$ cat src/design/mistby_pkg.sv
package mistby_pkg;

    // Configuration register indexes
    localparam int CFG_ADDR_W = 3;
    localparam logic [CFG_ADDR_W-1:0] CFG_MOTION_THRESHOLD   = 3'd0;
    localparam logic [CFG_ADDR_W-1:0] CFG_SETTLE_TIME_MS     = 3'd1;
    localparam logic [CFG_ADDR_W-1:0] CFG_REDUCE_TIME_MS     = 3'd2;
    localparam logic [CFG_ADDR_W-1:0] CFG_OFF_TIME_MS        = 3'd3;
    localparam logic [CFG_ADDR_W-1:0] CFG_REDUCED_TEMP       = 3'd4;
    localparam logic [CFG_ADDR_W-1:0] CFG_FULL_BRIGHTNESS    = 3'd5;
    localparam logic [CFG_ADDR_W-1:0] CFG_STANDBY_BRIGHTNESS = 3'd6;

    // Field widths
    localparam int CFG_DATA_W = 32;
    localparam int THR_W      = 18;
    localparam int TIME_W     = 32;
    localparam int TEMP_W     = 9;
    localparam int BRIGHT_W   = 8;
    localparam int AXIS_W     = 16;
    localparam int IN_DATA_W  = 96;
    localparam int OUT_DATA_W = 32;

    // Register reset values
    localparam logic [THR_W-1:0]    RST_MOTION_THRESHOLD   = 18'd820;
    localparam logic [TIME_W-1:0]   RST_SETTLE_TIME_MS     = 32'd5000;
    localparam logic [TIME_W-1:0]   RST_REDUCE_TIME_MS     = 32'd60000;
    localparam logic [TIME_W-1:0]   RST_OFF_TIME_MS        = 32'd120000;
    localparam logic [TEMP_W-1:0]   RST_REDUCED_TEMP       = 9'd160;
    localparam logic [BRIGHT_W-1:0] RST_FULL_BRIGHTNESS    = 8'd255;
    localparam logic [BRIGHT_W-1:0] RST_STANDBY_BRIGHTNESS = 8'd76;

    // Lowest standby target
    localparam logic [TEMP_W-1:0] MIN_REDUCED_TEMP = 9'd50;

    // Item kinds on tuser
    typedef enum logic {
        OP_SAMPLE      = 1'b0,
        OP_MANUAL_STOP = 1'b1
    } t_op;

    // Reported operating mode
    typedef enum logic [1:0] {
        MODE_NORMAL  = 2'd0,
        MODE_STANDBY = 2'd1,
        MODE_SLEEP   = 2'd2
    } t_mode;

endpackage

$ cat src/design/motion_idle_standby_controller.sv
// Channel    | Dir | Beat contents
// -----------+-----+--------------------------------------------------------------
// s_axis     | in  | tuser: operation; tdata: timestamp, accel x/y/z, heater,
//            |     |        target temp, display override, manual stop value
// m_axis     | out | tdata: heater on/start/stop, temp write/value, screen,
//            |     |        mode, brightness, manual stopped
// i_cfg      | in  | write enable, register index, write data
//
// One beat is accepted per cycle unless the output stalls; each beat passes
// the input register, then the result register. The state update sits in the
// single stage between them, so beat N+1 sees everything beat N left behind.
// Reset is synchronous: it resets state, empties both registers and loads the
// register defaults. A stalled result register holds while the input register
// still takes one more beat.
module motion_idle_standby_controller #(
    parameter int MAX_TEMPERATURE = 500,
    parameter int SAMPLE_WIDTH    = 16
) (
    input  logic                                i_clk,
    input  logic                                i_rst_n,
    // configuration write port
    input  logic                                i_cfg_wr_en,
    input  logic [mistby_pkg::CFG_ADDR_W-1:0]   i_cfg_addr,
    input  logic [mistby_pkg::CFG_DATA_W-1:0]   i_cfg_wdata,
    // sample stream in
    input  logic                                s_axis_tvalid,
    output logic                                s_axis_tready,
    // tdata from bit 0: timestamp_ms(32) accel_x(16) accel_y(16) accel_z(16)
    //   heater_active(1) target_temp(9) display_override(1) manual_stop_value(1)
    //   zero pad(4)
    input  logic [mistby_pkg::IN_DATA_W-1:0]    s_axis_tdata,
    // tuser: operation(1)
    input  logic                                s_axis_tuser,
    // result stream out
    output logic                                m_axis_tvalid,
    input  logic                                m_axis_tready,
    // tdata from bit 0: heater_on(1) heater_start(1) heater_stop(1) temp_write(1)
    //   temp_value(9) screen_power(1) mode(2) brightness(8) manual_stopped(1)
    //   zero pad(7)
    output logic [mistby_pkg::OUT_DATA_W-1:0]   m_axis_tdata
);
    import mistby_pkg::*;

    localparam int DIFF_W = SAMPLE_WIDTH + 1;
    localparam int SUM_W  = SAMPLE_WIDTH + 2;

    // Configuration registers
    logic [THR_W-1:0]    r_motion_threshold;
    logic [TIME_W-1:0]   r_settle_time_ms;
    logic [TIME_W-1:0]   r_reduce_time_ms;
    logic [TIME_W-1:0]   r_off_time_ms;
    logic [TEMP_W-1:0]   r_reduced_temp;
    logic [BRIGHT_W-1:0] r_full_brightness;
    logic [BRIGHT_W-1:0] r_standby_brightness;

    always_ff @(posedge i_clk) begin
        if (!i_rst_n) begin
            r_motion_threshold   <= RST_MOTION_THRESHOLD;
            r_settle_time_ms     <= RST_SETTLE_TIME_MS;
            r_reduce_time_ms     <= RST_REDUCE_TIME_MS;
            r_off_time_ms        <= RST_OFF_TIME_MS;
            r_reduced_temp       <= RST_REDUCED_TEMP;
            r_full_brightness    <= RST_FULL_BRIGHTNESS;
            r_standby_brightness <= RST_STANDBY_BRIGHTNESS;
        end else if (i_cfg_wr_en) begin
            unique case (i_cfg_addr)
                CFG_MOTION_THRESHOLD:   r_motion_threshold   <= i_cfg_wdata[THR_W-1:0];
                CFG_SETTLE_TIME_MS:     r_settle_time_ms     <= i_cfg_wdata[TIME_W-1:0];
                CFG_REDUCE_TIME_MS:     r_reduce_time_ms     <= i_cfg_wdata[TIME_W-1:0];
                CFG_OFF_TIME_MS:        r_off_time_ms        <= i_cfg_wdata[TIME_W-1:0];
                CFG_REDUCED_TEMP:       r_reduced_temp       <= i_cfg_wdata[TEMP_W-1:0];
                CFG_FULL_BRIGHTNESS:    r_full_brightness    <= i_cfg_wdata[BRIGHT_W-1:0];
                CFG_STANDBY_BRIGHTNESS: r_standby_brightness <= i_cfg_wdata[BRIGHT_W-1:0];
                default: ;
            endcase
        end
    end

    // Handshake: the input register advances whenever the result register is free
    logic r_in_vld;
    logic r_out_vld;
    logic w_out_free;
    logic w_advance;

    assign w_out_free    = !r_out_vld || m_axis_tready;
    assign w_advance     = r_in_vld && w_out_free;
    assign s_axis_tready = !r_in_vld || w_out_free;

    // Input register
    t_op                      r_op;
    logic [TIME_W-1:0]        r_now;
    logic [AXIS_W-1:0]        r_axis [3];
    logic                     r_heater_in;
    logic [TEMP_W-1:0]        r_target;
    logic                     r_override;
    logic                     r_msv;

    always_ff @(posedge i_clk) begin
        if (!i_rst_n) begin
            r_in_vld <= 1'b0;
        end else if (s_axis_tready) begin
            r_in_vld <= s_axis_tvalid;
        end
    end

    always_ff @(posedge i_clk) begin
        if (s_axis_tready && s_axis_tvalid) begin
            r_op        <= t_op'(s_axis_tuser);
            r_now       <= s_axis_tdata[31:0];
            r_axis[0]   <= s_axis_tdata[47:32];
            r_axis[1]   <= s_axis_tdata[63:48];
            r_axis[2]   <= s_axis_tdata[79:64];
            r_heater_in <= s_axis_tdata[80];
            r_target    <= s_axis_tdata[89:81];
            r_override  <= s_axis_tdata[90];
            r_msv       <= s_axis_tdata[91];
        end
    end

    // Controller state
    logic [SAMPLE_WIDTH-1:0] r_prev [3];
    logic [TIME_W-1:0]       r_move_time;
    logic                    r_armed;
    logic                    r_standby;
    logic                    r_sleep;
    logic                    r_manual;
    logic [TEMP_W-1:0]       r_saved_temp;
    logic                    r_screen;

    logic [SAMPLE_WIDTH-1:0] n_prev [3];
    logic [TIME_W-1:0]       n_move_time;
    logic                    n_armed;
    logic                    n_standby;
    logic                    n_sleep;
    logic                    n_manual;
    logic [TEMP_W-1:0]       n_saved_temp;
    logic                    n_screen;

    // Per-axis absolute change
    logic signed [DIFF_W-1:0] w_cur  [3];
    logic signed [DIFF_W-1:0] w_old  [3];
    logic signed [DIFF_W-1:0] w_diff [3];
    logic [SAMPLE_WIDTH-1:0]  w_abs  [3];
    logic [SUM_W-1:0]         w_sum;

    always_comb begin
        for (int k = 0; k < 3; k++) begin
            w_cur[k]  = DIFF_W'($signed(r_axis[k][SAMPLE_WIDTH-1:0]));
            w_old[k]  = DIFF_W'($signed(r_prev[k]));
            w_diff[k] = w_cur[k] - w_old[k];
            w_abs[k]  = w_diff[k][DIFF_W-1] ? SAMPLE_WIDTH'(-w_diff[k])
                                             : w_diff[k][SAMPLE_WIDTH-1:0];
        end
        w_sum = SUM_W'(w_abs[0]) + SUM_W'(w_abs[1]) + SUM_W'(w_abs[2]);
    end

    // Timing and clamped standby target
    logic [TIME_W-1:0] w_idle;
    logic [TIME_W-1:0] w_red_time;
    logic [TEMP_W-1:0] w_red_temp;
    logic              w_moved;

    assign w_idle     = r_now - r_move_time;
    assign w_red_time = (r_reduce_time_ms < r_off_time_ms) ? r_reduce_time_ms : r_off_time_ms;
    assign w_moved    = THR_W'(w_sum) >= r_motion_threshold;

    always_comb begin
        if (r_reduced_temp < MIN_REDUCED_TEMP) begin
            w_red_temp = MIN_REDUCED_TEMP;
        end else if (r_reduced_temp > TEMP_W'(MAX_TEMPERATURE)) begin
            w_red_temp = TEMP_W'(MAX_TEMPERATURE);
        end else begin
            w_red_temp = r_reduced_temp;
        end
    end

    // Next state and result fields
    logic              w_heater;
    logic              w_start;
    logic              w_stop;
    logic              w_wr;
    logic [TEMP_W-1:0] w_wval;

    always_comb begin
        n_prev       = r_prev;
        n_move_time  = r_move_time;
        n_armed      = r_armed;
        n_standby    = r_standby;
        n_sleep      = r_sleep;
        n_manual     = r_manual;
        n_saved_temp = r_saved_temp;
        n_screen     = r_screen;
        w_heater     = r_heater_in;
        w_start      = 1'b0;
        w_stop       = 1'b0;
        w_wr         = 1'b0;
        w_wval       = '0;

        if (r_op == OP_MANUAL_STOP) begin
            n_manual = r_msv;
        end else begin
            for (int k = 0; k < 3; k++) begin
                n_prev[k] = w_cur[k][SAMPLE_WIDTH-1:0];
            end
            if (w_moved) begin
                // wake on movement and bring the saved target back
                n_move_time = r_now;
                if (r_standby || r_sleep) begin
                    n_screen  = 1'b1;
                    n_standby = 1'b0;
                    n_sleep   = 1'b0;
                    if (!r_heater_in && !r_manual) begin
                        w_heater = 1'b1;
                        w_start  = 1'b1;
                        w_wr     = 1'b1;
                        w_wval   = r_saved_temp;
                    end else if (r_heater_in) begin
                        w_wr   = 1'b1;
                        w_wval = r_saved_temp;
                    end
                end
            end else if (!r_heater_in) begin
                n_armed = 1'b0;
            end else if (!r_armed) begin
                // first still sample with heater running
                n_move_time = r_now;
                n_armed     = 1'b1;
                n_manual    = 1'b0;
            end else if (w_idle >= r_settle_time_ms) begin
                if (w_idle >= r_off_time_ms) begin
                    w_stop    = 1'b1;
                    w_heater  = 1'b0;
                    n_sleep   = 1'b1;
                    n_standby = 1'b0;
                    n_manual  = 1'b0;
                    n_screen  = 1'b0;
                end else if (w_idle >= w_red_time) begin
                    if (!r_standby && !r_sleep) begin
                        n_saved_temp = r_target;
                        n_standby    = 1'b1;
                    end
                    if (r_target != w_red_temp) begin
                        w_wr   = 1'b1;
                        w_wval = w_red_temp;
                    end
                end
            end
        end
    end

    // Mode and brightness from the updated state
    t_mode               w_mode;
    logic [BRIGHT_W-1:0] w_bright;

    always_comb begin
        if (n_sleep) begin
            w_mode = MODE_SLEEP;
        end else if (n_standby) begin
            w_mode = MODE_STANDBY;
        end else begin
            w_mode = MODE_NORMAL;
        end

        if (r_override) begin
            w_bright = r_full_brightness;
        end else if (!w_heater && !n_manual) begin
            w_bright = '0;
        end else if (w_heater && n_standby) begin
            w_bright = r_standby_brightness;
        end else begin
            w_bright = r_full_brightness;
        end
    end

    // Commit state on each processed beat
    always_ff @(posedge i_clk) begin
        if (!i_rst_n) begin
            for (int k = 0; k < 3; k++) begin
                r_prev[k] <= '0;
            end
            r_move_time  <= '0;
            r_armed      <= 1'b0;
            r_standby    <= 1'b0;
            r_sleep      <= 1'b0;
            r_manual     <= 1'b0;
            r_saved_temp <= '0;
            r_screen     <= 1'b1;
        end else if (w_advance) begin
            r_prev       <= n_prev;
            r_move_time  <= n_move_time;
            r_armed      <= n_armed;
            r_standby    <= n_standby;
            r_sleep      <= n_sleep;
            r_manual     <= n_manual;
            r_saved_temp <= n_saved_temp;
            r_screen     <= n_screen;
        end
    end

    // Result register
    logic [OUT_DATA_W-1:0] r_out_data;

    always_ff @(posedge i_clk) begin
        if (!i_rst_n) begin
            r_out_vld <= 1'b0;
        end else if (w_out_free) begin
            r_out_vld <= r_in_vld;
        end
    end

    always_ff @(posedge i_clk) begin
        if (w_advance) begin
            r_out_data <= {7'd0, n_manual, w_bright, w_mode, n_screen, w_wval,
                           w_wr, w_stop, w_start, w_heater};
        end
    end

    assign m_axis_tvalid = r_out_vld;
    assign m_axis_tdata  = r_out_data;

    // Standby and sleep are exclusive
    a_mode_exclusive: assert property (@(posedge i_clk) disable iff (!i_rst_n)
        !(r_standby && r_sleep))
        else $error("standby and sleep both set");

    // A heater restart always carries the restored target
    a_start_writes: assert property (@(posedge i_clk) disable iff (!i_rst_n)
        (m_axis_tvalid && m_axis_tdata[1]) |-> (m_axis_tdata[3] && m_axis_tdata[0]))
        else $error("heater start without target write");

    // A stop lands in sleep with the heater and screen off
    a_stop_sleeps: assert property (@(posedge i_clk) disable iff (!i_rst_n)
        (m_axis_tvalid && m_axis_tdata[2]) |->
        (!m_axis_tdata[0] && !m_axis_tdata[13] && m_axis_tdata[15:14] == MODE_SLEEP))
        else $error("heater stop without sleep");

    // State moves only when a beat is processed
    a_state_hold: assert property (@(posedge i_clk) disable iff (!i_rst_n)
        !$past(w_advance) && $past(i_rst_n) |->
        $stable(r_move_time) && $stable(r_standby) && $stable(r_sleep))
        else $error("state changed without a processed beat");

endmodule
$ cat config.mk
export PLATFORM = sky130hd
export DESIGN_NAME = motion_idle_standby_controller
export DESIGN_NICKNAME = d
export VERILOG_FILES = /design/src/design/mistby_pkg.sv /design/src/design/motion_idle_standby_controller.sv
export SDC_FILE = /design/constraint.sdc
export NUM_CORES = 1
export LEC_CHECK = 0
export ABC_AREA = 1
export ABC_CLOCK_PERIOD_IN_PS = 7400
export BUFFER_PORTS_ARGS = -buffer_cell sky130_fd_sc_hd__buf_2
export CAP_MARGIN = 20
export CORE_UTILIZATION = 31
export DETAILED_ROUTE_END_ITERATION = 8
export GPL_ROUTABILITY_DRIVEN = 0
export MAX_ROUTING_LAYER = met4
export SLEW_MARGIN = 20
export SYNTH_ARGS = -nofsm -noshare
export SYNTH_HDL_FRONTEND = slang
export SYNTH_SLANG_ARGS = --single-unit
$ cat constraint.sdc
create_clock -name i_clk -period 7.4 [get_ports i_clk]
set_clock_uncertainty 0.05 [all_clocks]
set_input_delay 1.11 -clock i_clk [delete_from_list [all_inputs] [get_ports i_clk]]
set_output_delay 1.11 -clock i_clk [all_outputs]
set_load 0.01 [all_outputs]
==> results.cfg, run 1 <==
[clock_tree]
cts_buffers = 43
cts_max_level = 2
cts_setup_buffers = 0
cts_max_path_buffers = 3
clock-root-buffer = clkbuf_16
path_clk_slew_ns = 0.06
cts_tree = done
clk_latency_ns = 0.58
clock_sinks = 353

[sta]
timing.final.crit_period_ns = 6.734
finalCritPeriodShare_pct = 91.00
final-max-slew-violation-count = 0
fmax_mhz = 148.5
worstMarginPinSlew_ns = 0.9154
setup_viol = 0
finalSetupTns_ns = 0
maxSlewHeadroom_pct = 38.97
hold_slack_ns = 0.4067
hold_viol = 0
rsz0062_at_grt = no

[logic_synthesis]
syn_avg_cell_area_um2 = 7.822
synth_top_area_share_pct = 20.71
yosysWarnings = 0
synth_area_um2 = 22710
synthArstFlopShare_pct = 0
ys_types = 57
netlist_top_cells_area = dfxtp_1, edfxtp_1, ha_1
yosysMostFrequentCell = nand2_1
synth_top_area_cell = dfxtp_1
ys_seq_area_share_pct = 36.31
yosys-top-cells-count = nand2_1, inv_1, a21oi_1
synth-seq-cells = 353
synth-edff-count = 118
synth-main-ff-cell = dfxtp_1
netlist_instances = 2904

[routing]
drt-initial-drc-count = 962
viasPerCell = 4.641
postRouteAntennaNets = 0
wl_um = 57220
vias = 18726
wl_per_cell_um = 14.18
firstDrtPassIters = 5
drc_errors = 0

[critical_path]
crit_start = r_axis[0][32]
crit_arrival_ns = 7.01
required_ns = 7.68
slowest_stage = fa_1
cp_num_buf_inv = 6
cpLargestDelayFamily = adder cells
critPathLaunchType = flip-flop
path_max_fanout = 8
critPathMaxStageDelay_ns = 0.54
crit-reg2reg-launch = r_axis[0][32]
critPathKind = reg2reg
worstSetupEndpointType = flip-flop

[grt]
grt_pass1_wl_um = 92670
grt_usage_pct = 15.84
grt_pass1_vias = 17707
grt-ovfl-total = 0
antenna_found_initial = 5
grt_max_degree = 98

[worst_hold_path]
hold_path.class = reg2reg
worstHoldStart = r_move_time[3]

[final_layout]
drive_above_1_share_pct = 10.77
area_delta_synth_final_pct = 14.48
nNetsFinal = 3448

[floorplan]
die_height_um = 272.7
start_util_pct = 31.56
core_region_area_um2 = 71980
rows = 98
ios = 171
dieWidth_um = 272.7
dieArea_um2 = 74360

[power_and_ir_drop]
leakage_nw = 11.65
p_per_area_nw_per_um2 = 346.5
comb_power_share_pct = 51.1
p_clk_share_pct = 24.5
p_total_mw = 9.011
intPower_mw = 5.169
peakVddDrop_mv = 0.2394
swShare_pct = 42.64
p_seq_share_pct = 24.5
p_sw_mw = 3.842

[placement]
port_buffers = 159
place_hpwl_um = 43740

[run]
max_cap_viol_count = 0

[run_status]
outcome = finished clean
==> registers in the layout (all words and copies together) (netlist names), 18 cells and up <==
name,flops
r_motion_threshold,18
r_prev,48
r_reduce_time_ms,32
r_move_time,32
r_settle_time_ms,32
r_axis,48
r_off_time_ms,32
m_axis_tdata,25
r_now,32
==> power groups by stage <==
stage	Sequential, mW	Clock (mW)	Combinational [mW]
2_1_floorplan	2.24	0	3.43
4_1_cts	2.21	2.27	4.60
6_report	2.21	2.20	4.60
3_3_place_gp	2.25	0	4.50
3_5_place_dp	2.25	0	4.57
5_1_grt	2.22	2.35	5.31
==> path summary, 6_finish.rpt <==
| kind | endpoint | slack, ns | cells past startpoint |
|---|---|---|---|
| hold / removal | r_move_time[3] | 0.41 | 2 |
| setup reg to reg | m_axis_tdata[19] | 0.67 | 39 |
| hold reg to reg | r_move_time[3] | 0.41 | 2 |
| setup / recovery | m_axis_tdata[19] | 0.67 | 39 |
==> cell type report <==
type,instances,area [um2]
Clock buffer,52,1120
Clock inverter,27,340.3
Multi-Input combinational cell,2065,12630
Sequential cell,353,8248
Antenna cell,3,7.507
Tap cell,950,1189
Fill cell,7498,45970
Inverter,410,1545
Timing Repair Buffer,175,922.1
==> per-layer routing <==
layer / share of wire [%] / global-route usage [%] / up-vias
met1: 47 / 19.96 / 8423
met3: 4.2 / 2.574 / 72
met4: 2.0 / 3.903 / 0
li1: - / - / 9954
met5: 0 / - / -
met2: 47 / 26.30 / 277
==> cell families (layout without fill, tap and decap cells) <==
| logic type | count (synthesis) | after routing | share of synthesized area, % |
|---|---|---|---|
| muxes | 2 | 2 | 0.08814 |
| buffers and inverters | 492 | 664 | 8.323 |
| xor gates and xnor gates | 120 | 120 | 5.123 |
| and+or+nand+nor | 962 | 962 | 17.98 |
| AOI/OAI and AO/OA | 711 | 711 | 16.98 |
| DFF | 353 | 353 | 36.31 |
| adders and majority gates | 263 | 263 | 15.18 |
| other | 1 | 10 | 0.01651 |
==> worst reg2reg max path: cells and delay by family (launching register included) <==
| family | cells | cell delay, ns |
|---|---|---|
| AOI/OAI and AO/OA | 12 | 1.71 |
| xor gates and xnor gates | 3 | 0.53 |
| adders and majority gates | 5 | 1.79 |
| buffers and inverters | 6 | 0.52 |
| DFF | 1 | 0.33 |
| and+or+nand+nor | 13 | 1.58 |
==> through the flow <==
stage / util, % / std cells / instance area [um2] / setup WS [ns]
after detailed placement: 34.05 / 3953 / 24510 / 0.3909
after floorplan: - / 2910 / 22740 / 1.264
after CTS: 36.08 / 4032 / 25970 / 0.3906
after global placement: 34.05 / 3953 / 24510 / 0.4881
after global routing: 36.13 / 4035 / 26000 / 0.02271
final: 36.13 / 4035 / 26000 / 0.6660
==> cell usage in the layout (no fill, tap or decap), types with 8 or more instances in the layout <==
master     netlist  routed
a21o_1          13      13
a21oi_1        323     323
a21oi_2         11      11
buf_2            5     158
buf_4            8      16
clkbuf_1        66       8
clkbuf_16        0      43
clkinv_2         0      10
dfxtp_1        235     235
edfxtp_1       118     118
fa_1            21      21
ha_1           242     242
inv_1          400     397
inv_2            6       8
nand2_1        517     515
nand2_2         15      16
nand3_1        115     115
nand3b_1        12      12
nand4_1         27      27
nor2_1         222     221
nor3_1          25      24
o211ai_1        28      28
o21a_1           9       9
o21ai_0        281     279
o21ai_1          8      10
xnor2_1         26      26
xnor2_2          8       8
xor2_1          79      79
==> repair_timing <==
item	in CTS	in global routing
gates resized for setup	0	7
hold buffers	0	0
endpoints found under the setup margin	0	58
(Power assumes the default switching activity.)
==> run 2: changes to the inputs <==
--- a/config.mk
+++ b/config.mk
@@ -9,10 +9,12 @@
 export ABC_CLOCK_PERIOD_IN_PS = 7400
 export BUFFER_PORTS_ARGS = -buffer_cell sky130_fd_sc_hd__buf_2
 export CAP_MARGIN = 20
-export CORE_UTILIZATION = 31
+export CORE_UTILIZATION = 55
 export DETAILED_ROUTE_END_ITERATION = 8
 export GPL_ROUTABILITY_DRIVEN = 0
 export MAX_ROUTING_LAYER = met4
+export PLACE_DENSITY = 0.74
+export RECOVER_POWER = 50
 export SLEW_MARGIN = 20
 export SYNTH_ARGS = -nofsm -noshare
 export SYNTH_HDL_FRONTEND = slang
==> results.cfg, run 2 (synthesis results as in run 1) <==
[run_status]
outcome = complete, but fails checks
violations = capacitance limit, slew limit

[sta]
worstMarginPinSlew_ns = 3.431
maxSlewHeadroom_pct = -128.8
finalSetupTns_ns = 0
setup_viol = 0
timing.final.crit_period_ns = 6.867
finalCritPeriodShare_pct = 92.80
final-max-slew-violation-count = 234
hold_viol = 0
fmax_mhz = 145.6

[clock_tree]
cts_max_level = 2
cts_tree = done
cts_buffers = 41
cts_max_path_buffers = 3
clock_sinks = 353
cts_setup_buffers = 0
clk_latency_ns = 0.56
path_clk_slew_ns = 0.06
clock-root-buffer = clkbuf_16

[critical_path]
required_ns = 7.85
cp_num_buf_inv = 6
critPathMaxStageDelay_ns = 0.53
path_max_fanout = 10
crit_arrival_ns = 7.31
cpLargestDelayFamily = simple AND/OR/NAND/NOR gates
critPathKind = reg2reg
critPathLaunchType = flip-flop
path_common_cell = inv_1
slowest_stage = fa_1
worstSetupEndpointType = flip-flop

[routing]
viasPerCell = 5.425
vias = 19584
postRouteAntennaNets = 0
drt-initial-drc-count = 1274
wl_um = 53870
firstDrtPassIters = 6
drc_errors = 0
wl_per_cell_um = 14.92

[floorplan]
die_height_um = 205.2
dieArea_um2 = 42120
core_region_area_um2 = 40740
start_util_pct = 55.76
ios = 171
rows = 74
dieWidth_um = 205.2

[power_and_ir_drop]
p_total_mw = 8.854
swShare_pct = 42.90
comb_power_share_pct = 52.2
p_per_area_nw_per_um2 = 350.6
peakVddDrop_mv = 0.2734
p_seq_share_pct = 25.0
leakage_nw = 11.45
p_clk_share_pct = 22.8
intPower_mw = 5.056
p_sw_mw = 3.798

[final_layout]
layout_commonest_cell = nand2_1
nFillCells = 3650
drive_above_1_share_pct = 9.044
area_delta_synth_final_pct = 11.20
multiInputGateArea_um2 = 12620
nNetsFinal = 3442
largest_registers = r_axis: 48 flops, r_prev: 48 flops
seqCellArea_um2 = 8248
most-common-layout-cells = nand2_1, inv_1, a21oi_1

[grt]
grt_usage_pct = 26.43
antenna_found_initial = 4
grt_pass1_vias = 18685
grt_max_degree = 129
grt_pass1_wl_um = 88240
grt-ovfl-total = 0

[placement]
place_hpwl_um = 40610
port_buffers = 159

[worst_hold_path]
hold_path.class = reg2reg

[run]
max_cap_viol_count = 5
run 2: cell types whose count changed in the layout (fill, tap and decap cells not counted), moves of 2 or more:
cell	change
inv_2	-2
inv_8	-2
clkbuf_1	+35
clkinv_1	+9
bufinv_16	-2
buf_2	-31
clkinv_2	-2
buf_4	-12
run 2: path summary, 6_finish.rpt:
path | cells past startpoint | end | slack, ns | startpoint
setup reg to reg | 37 | r_saved_temp[5] | 0.53 | r_axis[0][32]
setup / recovery | 37 | r_saved_temp[5] | 0.53 | r_axis[0][32]
hold reg to reg | 2 | r_settle_time_ms[4] | 0.41 | r_settle_time_ms[4]
hold / removal | 2 | r_settle_time_ms[4] | 0.41 | r_settle_time_ms[4]
run 2: final cells by class:
class	instances	area share, %
clock inverter	28	1.055
sequential	353	32.65
antenna	4	0.03963
clock buffer	47	4.235
inverter	410	6.098
multi-input combinational	2065	49.96
tap	532	2.635
timing repair buffer	171	3.324
run 2: tightest hold or removal path, stage by stage (launching register included):
cell and delay [ns]:
dfxtp_1 0.30, inv_1 0.06, a21oi_1 0.05
run 2: power groups by stage:
stage | Sequential (mW) | Clock (mW) | Combinational [mW]
finish | 2.21 | 2.02 | 4.62
global route | 2.22 | 2.14 | 5.26
CTS | 2.21 | 2.06 | 4.57
detailed placement | 2.25 | 0 | 4.54
global placement | 2.24 | 0 | 4.31
floorplan | 2.24 | 0 | 3.43
run 2: metal layers:
| layer | routed length (um) | GRT usage (%) |
|---|---|---|
| met5 | 0 | - |
| met2 | 25490 | 44.35 |
| met4 | 1876 | 10.63 |
| met1 | 23350 | 31.69 |
| met3 | 3150 | 4.102 |
run 2: per-stage QoR:
step                setup WS (ns)  hold WS (ns)  instance area (um2)  cells  utilization [%]
finish                     0.5329        0.4086                25260   3610            62.00
global route            -0.002777        0.4292                25260   3610            62.00
CTS                        0.3269        0.4104                25300   3606            62.11
detailed placement         0.3589        0.4011                23970   3531            58.83
global placement           0.5690        0.3953                23970   3531            58.83
floorplan                   1.264        0.3797                22740   2910                -
run 2: what timing repair did:
action / 4_1_cts / 5_1_grt
endpoints found under the hold margin: 0 / 0
resized for setup: 0 / 6
setup endpoints to repair: 0 / 44
hold buffers: 0 / 0
==> run 3: changes to the inputs <==
--- a/config.mk
+++ b/config.mk
@@ -6,7 +6,7 @@
 export NUM_CORES = 1
 export LEC_CHECK = 0
 export ABC_AREA = 1
-export ABC_CLOCK_PERIOD_IN_PS = 7400
+export ABC_CLOCK_PERIOD_IN_PS = 8100
 export BUFFER_PORTS_ARGS = -buffer_cell sky130_fd_sc_hd__buf_2
 export CAP_MARGIN = 20
 export CORE_UTILIZATION = 55
==> constraint.sdc (replaced) <==
create_clock -name i_clk -period 8.1 [get_ports i_clk]
set_clock_uncertainty 0.05 [all_clocks]
set_input_delay 1.215 -clock i_clk [delete_from_list [all_inputs] [get_ports i_clk]]
set_output_delay 1.215 -clock i_clk [all_outputs]
set_load 0.01 [all_outputs]
==> results.cfg, run 3 (synthesis results as in run 1) <==
[final_layout]
drive_above_1_share_pct = 8.981
multiInputGateArea_um2 = 12600
largest_registers = r_axis: 48 flops, r_prev: 48 flops
area_delta_synth_final_pct = 11.57
nNetsFinal = 3441
most-common-layout-cells = nand2_1, inv_1, a21oi_1
seqCellArea_um2 = 8248
nFillCells = 3579
layout_commonest_cell = nand2_1

[critical_path]
cpLargestDelayFamily = simple AND/OR/NAND/NOR gates
slowest_stage = fa_1
critPathLaunchType = flip-flop
path_common_cell = inv_1
crit_arrival_ns = 7.83
critPathMaxStageDelay_ns = 0.46
cp_num_buf_inv = 7
worstSetupEndpointType = flip-flop
required_ns = 8.54
critPathKind = reg2reg
crit_start = r_axis[0][16]
crit-reg2reg-launch = r_axis[0][16]
path_max_fanout = 23

[clock_tree]
clock-root-buffer = clkbuf_16
cts_max_path_buffers = 3
cts_resized = 0
cts_tree = done
cts_max_level = 2
holdBufCountCts = 0
cts_buffers = 40
path_clk_slew_ns = 0.06
clock_sinks = 353
cts_setup_buffers = 0
clk_latency_ns = 0.57

[floorplan]
dieArea_um2 = 42120
rows = 74
dieWidth_um = 205.2
ios = 171
core_region_area_um2 = 40740
start_util_pct = 55.76
die_height_um = 205.2

[sta]
final-max-slew-violation-count = 371
finalCritPeriodShare_pct = 91.16
finalSetupTns_ns = 0
maxSlewHeadroom_pct = -156.0
worstMarginPinSlew_ns = 3.840
setup_viol = 0
rsz0062_at_grt = no
fmax_mhz = 135.4
timing.final.crit_period_ns = 7.384
hold_viol = 0

[power_and_ir_drop]
peakVddDrop_mv = 0.2212
p_total_mw = 8.199
p_per_area_nw_per_um2 = 323.6
leakage_nw = 11.51

[run_status]
violations = capacitance limit, slew limit
outcome = complete, but fails checks

[grt]
grt-ovfl-total = 0
grt_max_degree = 130
antenna_found_initial = 3
grt_pass1_vias = 18585
grt_usage_pct = 26.20
grt_pass1_wl_um = 87340

[routing]
viasPerCell = 5.418
wl_um = 54000
drc_errors = 0
drt-initial-drc-count = 1235
vias = 19547
firstDrtPassIters = 6
wl_per_cell_um = 14.97
postRouteAntennaNets = 0

[run]
max_cap_viol_count = 6

[worst_hold_path]
worstHoldStart = r_move_time[28]
hold_path.class = reg2reg

[placement]
place_hpwl_um = 40910
port_buffers = 159
-- run 3: metrics by stage --
stage | utilization (%) | instance area (um2) | hold slack, ns | cells | worst slack (ns)
6_report | 62.21 | 25340 | 0.4076 | 3608 | 0.7162
5_1_grt | 62.21 | 25340 | 0.4214 | 3608 | 0.04264
3_3_place_gp | 58.81 | 23960 | 0.3913 | 3530 | 0.7224
3_5_place_dp | 58.81 | 23960 | 0.4032 | 3530 | 0.4912
2_1_floorplan | - | 22740 | 0.3797 | 2910 | 1.964
4_1_cts | 62.35 | 25400 | 0.4117 | 3604 | 0.4548
-- run 3: routing by layer --
metal	track usage, %	routed length (um)
met3	4.039	2889
met2	44.05	26040
met5	-	0
met4	8.651	1518
met1	32.08	23550
-- run 3: cell type report --
class,instances,area share [%]
Antenna cell,3,0.02962
Clock buffer,53,4.429
Clock inverter,21,1.264
Inverter,410,6.078
Multi-Input combinational cell,2065,49.73
Sequential cell,353,32.55
Tap cell,532,2.627
Timing Repair Buffer,171,3.293
-- run 3: report_power, final --
group,switching (mW),internal (mW)
combinational,2.64,1.56
sequential,0.0526,1.97
clock,0.744,1.23
total,3.44,4.76
-- run 3: worst register-to-register path: cells and delay by family, from the launching register on --
kind,cells,cell delay [ns]
compound gates,9,1.72
buf+inv,7,0.78
simple gates,14,2.41
flops,1,0.32
xor+xnor,1,0.13
fa+ha+maj,6,1.94
-- run 3: path summary, 6_finish.rpt --
| kind | cells after the start | end | slack (ns) |
|---|---|---|---|
| setup / recovery | 37 | r_move_time[0] | 0.72 |
| hold / removal | 2 | r_move_time[28] | 0.41 |
| setup reg to reg | 37 | r_move_time[0] | 0.72 |
| hold reg to reg | 2 | r_move_time[28] | 0.41 |
